$ cat src/sv/mpf_pkg.sv
`timescale 1ns / 1ps
// ----------------------------------------------------------------------------
// mpf_pkg
// Shared constants and types of the message packet framer.
// ----------------------------------------------------------------------------
package mpf_pkg;

    localparam int unsigned PACKET_BYTES_DEF = 200;
    localparam int unsigned HDR_BYTES        = 46;
    localparam int unsigned CMD_DEPTH        = 4;
    localparam int unsigned OUT_DEPTH        = 4;

    // one classified item, front part to back part
    typedef struct packed {
        logic [7:0]  data_byte;
        logic [7:0]  data_index;
        logic        pkt_last;
        logic [31:0] timestamp;
        logic [7:0]  packet_len;
        logic [15:0] sequence_num;
        logic [15:0] packet_total;
        logic [15:0] packet_id;
        logic [15:0] checksum;
    } t_cmd;

    // one framed result word
    typedef struct packed {
        logic [63:0] frame_word;
        logic [3:0]  byte_count;
        logic        packet_end;
        logic        last;
    } t_res;

endpackage

$ cat src/sv/mpf_fifo.sv
`timescale 1ns / 1ps
// ----------------------------------------------------------------------------
// mpf_fifo
// Small register queue with first-word fall-through read.
// ----------------------------------------------------------------------------
module mpf_fifo #(
    parameter int unsigned WIDTH = 8,
    parameter int unsigned DEPTH = mpf_pkg::CMD_DEPTH
) (
    input  logic             i_clk,
    input  logic             i_rst_n,
    input  logic             i_wr_en,
    input  logic [WIDTH-1:0] i_wr_data,
    output logic             o_full,
    input  logic             i_rd_en,
    output logic [WIDTH-1:0] o_rd_data,
    output logic             o_empty
);

    localparam int unsigned PTR_W = $clog2(DEPTH);
    localparam int unsigned CNT_W = $clog2(DEPTH + 1);

    logic [WIDTH-1:0] r_mem [DEPTH];
    logic [PTR_W-1:0] r_wr_ptr, n_wr_ptr;
    logic [PTR_W-1:0] r_rd_ptr, n_rd_ptr;
    logic [CNT_W-1:0] r_count, n_count;
    logic             c_wr, c_rd;

    assign o_full    = (r_count == CNT_W'(DEPTH));
    assign o_empty   = (r_count == '0);
    assign o_rd_data = r_mem[r_rd_ptr];
    assign c_wr      = i_wr_en && !o_full;
    assign c_rd      = i_rd_en && !o_empty;

    always_comb begin
        n_wr_ptr = r_wr_ptr;
        n_rd_ptr = r_rd_ptr;
        n_count  = r_count;
        if (c_wr) begin
            n_wr_ptr = (r_wr_ptr == PTR_W'(DEPTH - 1)) ? '0 : r_wr_ptr + 1'b1;
        end
        if (c_rd) begin
            n_rd_ptr = (r_rd_ptr == PTR_W'(DEPTH - 1)) ? '0 : r_rd_ptr + 1'b1;
        end
        if (c_wr && !c_rd) begin
            n_count = r_count + 1'b1;
        end else if (c_rd && !c_wr) begin
            n_count = r_count - 1'b1;
        end
    end

    always_ff @(posedge i_clk) begin
        if (!i_rst_n) begin
            r_wr_ptr <= '0;
            r_rd_ptr <= '0;
            r_count  <= '0;
        end else begin
            r_wr_ptr <= n_wr_ptr;
            r_rd_ptr <= n_rd_ptr;
            r_count  <= n_count;
        end
    end

    always_ff @(posedge i_clk) begin
        if (c_wr) begin
            r_mem[r_wr_ptr] <= i_wr_data;
        end
    end

endmodule

$ cat src/sv/mpf_front.sv
`timescale 1ns / 1ps
// ----------------------------------------------------------------------------
// mpf_front
// Message and packet tracking: classifies each item and builds its command.
// ----------------------------------------------------------------------------
module mpf_front #(
    parameter int unsigned PACKET_BYTES = mpf_pkg::PACKET_BYTES_DEF
) (
    input  logic         i_clk,
    input  logic         i_rst_n,
    input  logic         i_cfg_we,
    input  logic [63:0]  i_cfg_data,
    input  logic         i_accept,
    input  logic [7:0]   i_data_byte,
    input  logic [15:0]  i_message_length,
    input  logic [15:0]  i_packet_id,
    input  logic [31:0]  i_timestamp,
    output mpf_pkg::t_cmd o_cmd,
    output logic [63:0]  o_source_id
);

    import mpf_pkg::*;

    // packet total = ceil(len / PACKET_BYTES) by reciprocal multiply, exact for 17-bit input
    localparam int unsigned DIV_L  = $clog2(PACKET_BYTES);
    localparam int unsigned DIV_S  = 17 + DIV_L;
    localparam int unsigned DIV_M  = (2 ** DIV_S) / PACKET_BYTES + 1;
    localparam int unsigned PROD_W = 18 + DIV_S;

    localparam logic [DIV_S:0] C_RECIP = DIV_M[DIV_S:0];
    localparam logic [15:0]    C_PB16  = 16'(PACKET_BYTES);
    localparam logic [7:0]     C_PB8   = 8'(PACKET_BYTES);

    logic [63:0] r_source_id;
    logic [15:0] r_bytes_left, n_bytes_left;
    logic [7:0]  r_packet_pos, n_packet_pos;
    logic [15:0] r_sequence, n_sequence;
    logic [15:0] r_packet_total, n_packet_total;
    logic [7:0]  r_packet_len, n_packet_len;
    logic [15:0] r_id_latch, n_id_latch;
    logic [15:0] r_data_sum, n_data_sum;

    logic              c_first_msg, c_first_pkt, c_pkt_last;
    logic [15:0]       c_mlen;
    logic [16:0]       c_div_in;
    logic [PROD_W-1:0] c_div_prod;
    logic [7:0]        c_pos, c_pos_inc;
    logic [15:0]       c_seq;

    always_comb begin
        c_first_msg = (r_bytes_left == 16'd0);
        c_mlen      = (i_message_length == 16'd0) ? 16'd1 : i_message_length;
        c_div_in    = {1'b0, c_mlen} + 17'(PACKET_BYTES - 1);
        c_div_prod  = PROD_W'(c_div_in) * PROD_W'(C_RECIP);

        n_bytes_left   = c_first_msg ? c_mlen : r_bytes_left;
        n_packet_total = c_first_msg ? c_div_prod[DIV_S +: 16] : r_packet_total;
        n_id_latch     = c_first_msg ? i_packet_id : r_id_latch;
        c_pos          = c_first_msg ? 8'd0 : r_packet_pos;
        c_seq          = c_first_msg ? 16'd0 : r_sequence;

        c_first_pkt  = (c_pos == 8'd0);
        n_packet_len = r_packet_len;
        if (c_first_pkt) begin
            n_packet_len = (n_bytes_left < C_PB16) ? n_bytes_left[7:0] : C_PB8;
        end
        n_data_sum = (c_first_pkt ? 16'd0 : r_data_sum) + 16'(i_data_byte);

        c_pos_inc  = c_pos + 8'd1;
        c_pkt_last = (c_pos_inc >= n_packet_len);

        // wrap to the next packet on its last data byte
        n_packet_pos = c_pkt_last ? 8'd0 : c_pos_inc;
        n_sequence   = c_pkt_last ? c_seq + 16'd1 : c_seq;
        n_bytes_left = n_bytes_left - 16'd1;
    end

    always_comb begin
        o_cmd.data_byte    = i_data_byte;
        o_cmd.data_index   = c_pos;
        o_cmd.pkt_last     = c_pkt_last;
        o_cmd.timestamp    = i_timestamp;
        o_cmd.packet_len   = n_packet_len;
        o_cmd.sequence_num = c_seq;
        o_cmd.packet_total = n_packet_total;
        o_cmd.packet_id    = n_id_latch;
        o_cmd.checksum     = n_data_sum;
    end

    assign o_source_id = r_source_id;

    always_ff @(posedge i_clk) begin
        if (!i_rst_n) begin
            r_source_id    <= '0;
            r_bytes_left   <= '0;
            r_packet_pos   <= '0;
            r_sequence     <= '0;
            r_packet_total <= '0;
            r_packet_len   <= '0;
            r_id_latch     <= '0;
            r_data_sum     <= '0;
        end else begin
            if (i_cfg_we) begin
                r_source_id <= i_cfg_data;
            end
            if (i_accept) begin
                r_bytes_left   <= n_bytes_left;
                r_packet_pos   <= n_packet_pos;
                r_sequence     <= n_sequence;
                r_packet_total <= n_packet_total;
                r_packet_len   <= n_packet_len;
                r_id_latch     <= n_id_latch;
                r_data_sum     <= n_data_sum;
            end
        end
    end

endmodule

$ cat src/sv/mpf_back.sv
`timescale 1ns / 1ps
// ----------------------------------------------------------------------------
// mpf_back
// Word assembler: lays header, data, padding and trailer bytes of a packet
// into 8-byte words, one word position per cycle while a command waits and the result queue has room.
// ----------------------------------------------------------------------------
module mpf_back #(
    parameter int unsigned PACKET_BYTES = mpf_pkg::PACKET_BYTES_DEF
) (
    input  logic          i_clk,
    input  logic          i_rst_n,
    input  logic [63:0]   i_source_id,
    input  mpf_pkg::t_cmd i_cmd,
    input  logic          i_cmd_valid,
    output logic          o_cmd_pop,
    input  logic          i_out_full,
    output logic          o_out_push,
    output mpf_pkg::t_res o_out
);

    import mpf_pkg::*;

    // byte positions within one packet's stream
    localparam int unsigned POS_W = $clog2(HDR_BYTES + PACKET_BYTES + 6);
    localparam int unsigned EW    = POS_W + 1;

    localparam logic [EW-1:0] C_HDR     = EW'(HDR_BYTES);
    localparam logic [EW-1:0] C_TRL     = EW'(HDR_BYTES + PACKET_BYTES);
    localparam logic [EW-1:0] C_END     = EW'(HDR_BYTES + PACKET_BYTES + 5);
    localparam logic [5:0]    C_HDR_TOP = 6'(HDR_BYTES - 1);

    localparam logic [2:0] TRL_SUM_HI = 3'd0;
    localparam logic [2:0] TRL_SUM_LO = 3'd1;
    localparam logic [2:0] TRL_END_0  = 3'd2;
    localparam logic [2:0] TRL_END_1  = 3'd3;
    localparam logic [2:0] TRL_END_2  = 3'd4;

    function automatic logic [7:0] hex_char(input logic [3:0] nib);
        logic [7:0] r;
        r = (nib < 4'd10) ? 8'h30 + 8'(nib) : 8'h57 + 8'(nib);
        return r;
    endfunction

    logic [POS_W-1:0]         r_pos;
    logic [63:0]              r_word;
    logic [EW-1:0]            c_base, c_word_end, c_data_pos, c_end, c_next;
    logic                     c_done, c_emit, c_step;
    logic [8*HDR_BYTES-1:0]   c_hdr;
    logic [63:0]              c_word;
    logic [EW-1:0]            c_q   [8];
    logic [5:0]               c_hix [8];
    logic [2:0]               c_tix [8];
    logic [7:0]               c_b   [8];

    always_comb begin
        c_hdr = {32'hAAAA_AAAA, 8'h7E, 64'hDDDD_DDDD_DDDD_DDDD, i_source_id,
                 8'h00, 8'h00, i_cmd.timestamp, 8'h00, i_cmd.packet_len,
                 i_cmd.sequence_num, i_cmd.packet_total,
                 hex_char(i_cmd.packet_id[15:12]), hex_char(i_cmd.packet_id[11:8]),
                 hex_char(i_cmd.packet_id[7:4]), hex_char(i_cmd.packet_id[3:0]),
                 i_source_id, 8'h00};

        c_base     = EW'({r_pos[POS_W-1:3], 3'b000});
        c_word_end = c_base + EW'(8);
        c_data_pos = C_HDR + EW'(i_cmd.data_index);
        c_end      = i_cmd.pkt_last ? C_END : c_data_pos + EW'(1);
        c_next     = (c_word_end < c_end) ? c_word_end : c_end;
        c_done     = (c_next == c_end);
        c_emit     = (c_next == c_word_end) || (c_done && i_cmd.pkt_last);
        c_step     = i_cmd_valid && (!c_emit || !i_out_full);

        c_word = r_word;
        for (int j = 0; j < 8; j++) begin
            c_q[j]   = c_base + EW'(j);
            c_hix[j] = C_HDR_TOP - c_q[j][5:0];
            c_tix[j] = 3'(c_q[j] - C_TRL);
            if (c_q[j] < C_HDR) begin
                c_b[j] = c_hdr[{c_hix[j], 3'b000} +: 8];
            end else if (c_q[j] == c_data_pos) begin
                c_b[j] = i_cmd.data_byte;
            end else if (c_q[j] < C_TRL) begin
                c_b[j] = 8'h00;
            end else begin
                case (c_tix[j])
                    TRL_SUM_HI: c_b[j] = i_cmd.checksum[15:8];
                    TRL_SUM_LO: c_b[j] = i_cmd.checksum[7:0];
                    TRL_END_0:  c_b[j] = 8'h1C;
                    TRL_END_1:  c_b[j] = 8'h71;
                    TRL_END_2:  c_b[j] = 8'hC7;
                    default:    c_b[j] = 8'h00;
                endcase
            end
            if ((c_q[j] >= EW'(r_pos)) && (c_q[j] < c_end)) begin
                c_word[63-8*j -: 8] = c_b[j];
            end
        end
    end

    always_comb begin
        o_out.frame_word = c_word;
        o_out.byte_count = 4'(c_next - c_base);
        o_out.packet_end = c_done && i_cmd.pkt_last;
        // last unless a later word of this item still fills or flushes
        o_out.last       = c_done || (!i_cmd.pkt_last && (c_end < c_base + EW'(16)));
    end

    assign o_out_push = c_step && c_emit;
    assign o_cmd_pop  = c_step && c_done;

    always_ff @(posedge i_clk) begin
        if (!i_rst_n) begin
            r_pos  <= '0;
            r_word <= '0;
        end else if (c_step) begin
            r_pos  <= (c_done && i_cmd.pkt_last) ? '0 : c_next[POS_W-1:0];
            r_word <= c_emit ? 64'd0 : c_word;
        end
    end

endmodule

$ cat src/sv/message_packet_framer_unit.sv
`timescale 1ns / 1ps
// ----------------------------------------------------------------------------
// message_packet_framer_unit
// Splits message bytes into framed packets, packed into 8-byte words.
// ----------------------------------------------------------------------------
//  channel   | handshake           | payload
//  ----------+---------------------+------------------------------------------
//  config    | i_cfg_we            | i_cfg_data (source id)
//  input     | push / full         | i_data_byte, i_message_length,
//            |                     | i_packet_id, i_timestamp
//  result    | pop / empty         | o_frame_word, o_byte_count,
//            |                     | o_packet_end, o_last
//
//  Each data item fills its byte of the current word; a packet's first item also
//  lays out the header words before its partial word, and its last item the words
//  of padding and trailer. The back-end assembler, one word position per cycle
//  unless stalled, sets the pace; a command queue lets the input keep flowing meanwhile.
//  Reset is synchronous, active low, and needs no clearing pass.
//  A full result queue stalls the assembler; a full command queue raises full.
// ----------------------------------------------------------------------------
module message_packet_framer_unit #(
    parameter int unsigned PACKET_BYTES = mpf_pkg::PACKET_BYTES_DEF
) (
    input  logic        i_clk,
    input  logic        i_rst_n,
    input  logic        i_cfg_we,
    input  logic [63:0] i_cfg_data,
    input  logic        push,
    output logic        full,
    input  logic [7:0]  i_data_byte,
    input  logic [15:0] i_message_length,
    input  logic [15:0] i_packet_id,
    input  logic [31:0] i_timestamp,
    output logic        empty,
    input  logic        pop,
    output logic [63:0] o_frame_word,
    output logic [3:0]  o_byte_count,
    output logic        o_packet_end,
    output logic        o_last
);

    import mpf_pkg::*;

    logic        c_accept;
    t_cmd        w_cmd_in, w_cmd_head;
    t_res        w_res_in, w_res_head;
    logic [63:0] w_source_id;
    logic        w_cmd_empty, w_cmd_pop;
    logic        w_out_full, w_out_push;

    assign c_accept = push && !full;

    mpf_front #(
        .PACKET_BYTES (PACKET_BYTES)
    ) u_front (
        .i_clk            (i_clk),
        .i_rst_n          (i_rst_n),
        .i_cfg_we         (i_cfg_we),
        .i_cfg_data       (i_cfg_data),
        .i_accept         (c_accept),
        .i_data_byte      (i_data_byte),
        .i_message_length (i_message_length),
        .i_packet_id      (i_packet_id),
        .i_timestamp      (i_timestamp),
        .o_cmd            (w_cmd_in),
        .o_source_id      (w_source_id)
    );

    mpf_fifo #(
        .WIDTH (($bits(t_cmd))),
        .DEPTH (CMD_DEPTH)
    ) u_cmd_q (
        .i_clk     (i_clk),
        .i_rst_n   (i_rst_n),
        .i_wr_en   (c_accept),
        .i_wr_data (w_cmd_in),
        .o_full    (full),
        .i_rd_en   (w_cmd_pop),
        .o_rd_data (w_cmd_head),
        .o_empty   (w_cmd_empty)
    );

    mpf_back #(
        .PACKET_BYTES (PACKET_BYTES)
    ) u_back (
        .i_clk       (i_clk),
        .i_rst_n     (i_rst_n),
        .i_source_id (w_source_id),
        .i_cmd       (w_cmd_head),
        .i_cmd_valid (!w_cmd_empty),
        .o_cmd_pop   (w_cmd_pop),
        .i_out_full  (w_out_full),
        .o_out_push  (w_out_push),
        .o_out       (w_res_in)
    );

    mpf_fifo #(
        .WIDTH (($bits(t_res))),
        .DEPTH (OUT_DEPTH)
    ) u_out_q (
        .i_clk     (i_clk),
        .i_rst_n   (i_rst_n),
        .i_wr_en   (w_out_push),
        .i_wr_data (w_res_in),
        .o_full    (w_out_full),
        .i_rd_en   (pop),
        .o_rd_data (w_res_head),
        .o_empty   (empty)
    );

    assign o_frame_word = w_res_head.frame_word;
    assign o_byte_count = w_res_head.byte_count;
    assign o_packet_end = w_res_head.packet_end;
    assign o_last       = w_res_head.last;

endmodule

$ cat config.mk
export PLATFORM = sky130hd
export DESIGN_NAME = message_packet_framer_unit
export DESIGN_NICKNAME = d
export VERILOG_FILES = /design/src/sv/mpf_pkg.sv /design/src/sv/mpf_fifo.sv /design/src/sv/mpf_front.sv /design/src/sv/mpf_back.sv /design/src/sv/message_packet_framer_unit.sv
export SDC_FILE = /design/constraint.sdc
export NUM_CORES = 2
export LEC_CHECK = 0
export ABC_AREA = 1
export BUFFER_PORTS_ARGS = -buffer_cell sky130_fd_sc_hd__buf_2
export CAP_MARGIN = 20
export CORE_MARGIN = 1
export CORE_UTILIZATION = 46
export DETAILED_ROUTE_END_ITERATION = 6
export GPL_ROUTABILITY_DRIVEN = 0
export MAX_ROUTING_LAYER = met4
export PLACE_DENSITY_LB_ADDON = 0.1
export SLEW_MARGIN = 20
export SYNTH_ARGS = -nofsm -noshare
export SYNTH_HDL_FRONTEND = slang
export SYNTH_HIERARCHICAL = 1
export SYNTH_SLANG_ARGS = --single-unit
export TNS_END_PERCENT = 10
$ cat constraint.sdc
create_clock -name i_clk -period 19.7 [get_ports i_clk]
set_clock_uncertainty 0.1 [all_clocks]
set_input_delay 0.985 -clock i_clk [delete_from_list [all_inputs] [get_ports i_clk]]
set_output_delay 0.985 -clock i_clk [all_outputs]
set_load 0.05 [all_outputs]
## After elaboration in Yosys (flattened, before gate mapping)

Memory sizes are Yosys's and may differ from the RTL's. A register that Yosys moved wholly into a read port is not among the register bits.
Cells that the tools add are included.

- $add $sub $neg: 49
- $mul: 1
- Order comparisons: 40
- Equal/unequal tests: 48
- Shifts and indexed selects: 8
- Muxes and demuxes: 75
- Reductions and logical operators: 50

Operators with widths:

| kind | number |
|---|---|
| $shiftx A368 B10 Y8 | 8 |
| $mux W8 | 41 |
| $pmux W8 S5 | 8 |
| $mux W16 | 7 |
| $eq A9 B9 Y1 | 9 |
| $lt A9 B9 Y1 | 9 |
| $mux W64 | 1 |
| $ge A9 B8 Y1 | 7 |
| $lt A9 B6 Y1 const B | 7 |
| $lt A9 B8 Y1 const B | 7 |
| $eq A3 B2 Y1 const B | 16 |
| $sub A6 B6 Y6 const A | 8 |
| $add A8 B3 Y9 const B | 4 |
| $mul A17 B18 Y35 const B | 1 |
| $add A7 B4 Y8 const A | 4 |
| $logic_not A16 Y1 | 2 |
| $eq A3 B3 Y1 const B | 10 |
| $logic_not A3 Y1 | 10 |
| $add A6 B4 Y7 const A | 4 |
| $eq A3 B1 Y1 const B | 8 |
| $logic_and A1 B1 Y1 | 22 |
| $sub A3 B3 Y3 const B | 7 |
| $add A8 B2 Y9 const B | 2 |
| $mux W9 | 2 |
| 30 further kinds | 67 |

- Flip-flop bits (word level): 246
- RAM bits: 764
- Input bits: 141
- Output and inout port bits: 72
- Logic and storage cells: 289
- Memories: 2

Memories:

| name | words | width | rd ports | clocked after Yosys merged registers in | write ports | line | RTL |
|---|---|---|---|---|---|---|---|
| u_cmd_q.r_mem | 4 | 121 | 1 | 1 | 1 | mpf_fifo.sv:23 | `logic [WIDTH-1:0] r_mem [DEPTH];` |
| u_out_q.r_mem | 4 | 70 | 1 | 1 | 1 | mpf_fifo.sv:23 |  |

## Logic depth before layout (Yosys ltp)

- Word-level depth: 17
- Depth in mapped cells: 46

## By module

The synthesis kept the hierarchy.

By module, submodules not included:

| module | instances | cells an instance | area an instance (µm²) | seq. area each (µm²) |
|---|---|---|---|---|
| mpf_fifo at u_cmd_q | 1 | 1242 | 18376.4 | 14714.1 |
| mpf_front | 1 | 2018 | 14531.4 | 3203.1 |
| mpf_fifo at u_out_q | 1 | 748 | 11448.5 | 8588.2 |
| mpf_back | 1 | 1466 | 8015.2 | 1441.4 |
| message_packet_framer_unit | 1 | 3 | 13.8 | 0.0 |

## Least setup slack after synthesis

No wires, ideal clock.

- Path type: register to register
- From: register with a tool-made name
- To: memory u_out_q/r_mem[0][0] (netlist name) (enable)
- Arrival time: 7218 ps
- Slack: 11883 ps
- Stages on the path, launching flop included: 34
- Buffers on the path: 5
- Cells stage by stage: dfxtp_1 -> buf_6 -> inv_4 -> buf_6 -> buf_4 -> nor2_1 -> o22ai_1 -> inv_1 -> ha_1 -> inv_2 -> nand2_1 -> nor2_2 -> nand3_1 -> nor2_1 -> nand3_1 -> nand2_1 -> nand2_2 -> buf_6 -> ha_1 -> nand2_1 -> nor2_1 -> nand2_1 -> nand3_1 -> inv_1 -> o21ai_2 -> nor3_1 -> nor2_1 -> nand2_1 -> nor2_1 -> nand4_1 -> buf_4 -> a21oi_1 -> nand2_1 -> nor2_1

RTL lines:

| what | line |
|---|---|
| end: declaration | mpf_fifo.sv:23 |

==> flow_summary.json <==
{
  "period_minus_slack_ns": 8.419,
  "total_power_w": 0.009513,
  "final.period_utilization_pct": 42.73,
  "clk_path_buf_depth": 3,
  "cts_tree": "yes",
  "grtUsageMet2_pct": 39.95,
  "clk_latency_ns": 0.70,
  "ir_worst_vdd_v": 0.0001275,
  "ant_nets": 0,
  "routedWlPerCell_um": 20.50,
  "pwr_density_cell_nw_per_um2": 164.7,
  "synth.area.top_cells": "edfxtp_1, dfxtp_1, o21ai_0, nand2_1, nor2_1",
  "max_freq_mhz": 118.8,
  "detail_route.vias_per_cell": 5.458,
  "track_usage_pct": 25.75,
  "rsz0062_at_grt": "no",
  "drive_above_1_share_pct": 10.74,
  "die_area_sq_um": 115200,
  "cts_buffers": 108,
  "crit_top_cell": "nand2_1",
  "hold_path_class": "reg -> reg",
  "critPathMaxFanout": 78,
  "hold_ws_ns": 0.3453,
  "cts_resized": 0,
  "syn_inst": 5477,
  "syn_area_per_cell_sq_um": 9.565,
  "cts_hold_buf": 0,
  "wirelength_mm": 146.6,
  "ys_seq_area_share_pct": 53.35,
  "cts_max_level": 3,
  "nets": 6004,
  "synth_edf_count": 764,
  "hpwlAfterDp_mm": 99.66,
  "max_slew.worst_pin.slew_ns": 1.054,
  "num_vias": 39030,
  "synth_flop_cell": "edfxtp_1",
  "syn2layout_area_growth_pct": 10.28,
  "relSlewSlack_pct": 29.76,
  "yosysUniqueCellTypes": 61,
  "regToRegSetupSlack_ns": 11.28,
  "fin_area_sq_um": 57770,
  "critPathTopFamily": "simple AND/OR/NAND/NOR gates",
  "busiest_layer": "met2",
  "grt_pass1_vias": 36360,
  "violations": "DRC",
  "synth_top_cell_by_area": "edfxtp_1",
  "crit_buf_inv": 6,
  "pin_count": 213,
  "first_pass_iters": 7,
  "critPathCaptureType": "register",
  "r2r_cells": 34,
  "fin_setup_tns_ns": 0,
  "core_sq_um": 112700,
  "synth_most_common_cell": "nand2_1",
  "worstHoldStart": "u_front/r_id_latch[15]",
  "ys_async_sr_fraction_pct": 0,
  "drtIter0Drc": 3159,
  "n_fill_cell": 10400,
  "drv_slew": 0,
  "r2r-end": "u_cmd_q/r_count[2]",
  "hold_viol_final": 0,
  "slowest_delay_ns": 0.78,
  "crit_slowest_cell": "dfxtp_4",
  "synth-seq-cells": 1014,
  "grt_pass1_wl_mm": 222.6,
  "drc": 1,
  "cts_sinks": 1014,
  "synth_common_cells": "nand2_1, nor2_1, edfxtp_1",
  "ys_warn_count": 6,
  "path_class": "reg -> reg",
  "grt_start_max_net_pins": 122,
  "critPathArrivalTime_ns": 8.90,
  "start_kind": "register",
  "status": "finished with violations",
  "clkTransAtPathRegs_ns": 0.06,
  "synth_top_area_share_pct": 43.79,
  "use_met1_pct": 35.49,
  "p_leak_nw": 23.12,
  "io_buffer_count": 212,
  "synthesis.nets": 5931,
  "maxCapViolCount": 0,
  "whs_path_depth": 2,
  "grt-ovfl-total": 0,
  "setup_violations": 0,
  "cp.required_ns": 20.18,
  "post-place-ws_ns": 11.30,
  "clock-root-buffer": "clkbuf_16",
  "die_x_um": 339.5,
  "cts_setup_buffers": 0,
  "grtUsageMet3_pct": 2.974,
  "timing.final.ws_setup_ns": 11.28,
  "start_util_pct": 46.50,
  "rows": 123,
  "place_area_sq_um": 54150,
  "netlist_area_sq_um": 52390,
  "antenna_found_initial": 9,
  "die_h_um": 339.5,
  "min_to": "u_front/r_id_latch[15]"
}
cell families after synthesis:
kind of cell | synth area share, %
xor gates and xnor gates | 0.4347
AOI/OAI and AO/OA | 13.36
buffers and inverters | 7.490
DFF | 53.35
adders and majority gates | 9.081
and+or+nand+nor | 16.28
tightest hold or removal path, cell delays in order (launching register included):
cell	delay (ns)
dfxtp_1	0.29
inv_1	0.05
a21oi_1	0.05
power breakdown:
| group | total, W | internal [W] | switching [W] |
|---|---|---|---|
| combinational | 0.00451 | 0.00126 | 0.00326 |
| clock | 0.00206 | 0.00122 | 0.000837 |
| sequential | 0.00295 | 0.00283 | 0.000118 |
registers in the layout, indices dropped and copies added, names as in the netlist, named ones only:
| signal | flops |
|---|---|
| u_back/r_word | 64 |
| u_front/r_packet_len | 8 |
| u_cmd_q/r_mem | 484 |
| u_cmd_q/r_count | 3 |
| u_out_q/r_rd_ptr | 2 |
| u_back/r_pos | 8 |
| u_out_q/r_count | 3 |
| u_front/r_packet_total | 16 |
| u_front/o_source_id | 64 |
| u_front/r_sequence | 16 |
| u_cmd_q/r_rd_ptr | 2 |
| u_front/r_bytes_left | 16 |
| u_front/r_packet_pos | 8 |
| u_out_q/r_mem | 280 |
| u_cmd_q/r_wr_ptr | 2 |
| u_out_q/r_wr_ptr | 2 |
| u_front/r_id_latch | 16 |
| u_front/r_data_sum | 16 |
layout make-up:
type | instances | area, sq um | area share [%]
clock buffer | 157 | 3008 | 5.207
clock inverter | 48 | 581.8 | 1.007
multi-input combinational | 3571 | 20580 | 35.63
timing repair buffer | 269 | 1529 | 2.647
inverter | 586 | 2213 | 3.831
tap | 1500 | 1877 | 3.249
antenna | 5 | 12.51 | 0.02166
sequential | 1014 | 27960 | 48.40
cell usage in the layout (no fill, tap or decap), types with 9 or more instances in the layout:
master,instances
nand2_1,782
edfxtp_1,764
nor2_1,759
o21ai_0,619
inv_1,566
nand3_1,277
a21oi_1,252
dfxtp_1,244
buf_2,211
ha_1,201
o22ai_1,175
fa_1,112
clkbuf_16,109
o21ai_1,57
nor2_4,56
buf_4,55
o22ai_2,40
clkbuf_1,38
nand4_1,25
nor3_1,24
o211ai_1,23
nand2_2,19
clkinv_2,18
xor2_1,18
bufinv_16,12
inv_2,12
nor2_2,12
a31oi_1,12
clkinv_1,11
clkbuf_8,10
a21boi_0,9
o21a_1,9
routing by layer:
| layer | up-vias | routed length [um] |
|---|---|---|
| li1 | 18800 | - |
| met1 | 18860 | 66630 |
| met2 | 1155 | 67540 |
| met3 | 213 | 8370 |
| met4 | 0 | 4056 |
| met5 | - | 0 |
through the flow:
stage,util [%],std cells
floorplan,-,5477
global placement,48.06,6939
detailed placement,48.06,6939
CTS,51.25,7144
global route,51.28,7148
finish,51.28,7150
how the worst max path moves through the flow:
stage	to	slack, ns	cells after the start
5_1_grt	u_out_q/r_mem[1][68]	10.59	30
3_3_place_gp	u_cmd_q/r_mem[0][37]	11.39	36
3_5_place_dp	u_cmd_q/r_mem[3][37]	11.30	36
6_report	u_cmd_q/r_count[2]	11.28	34
4_1_cts	u_out_q/r_mem[1][68]	11.31	27
2_1_floorplan	u_out_q/r_mem[0][0]	11.88	33
Note: power is estimated with default switching activity, not from simulation.
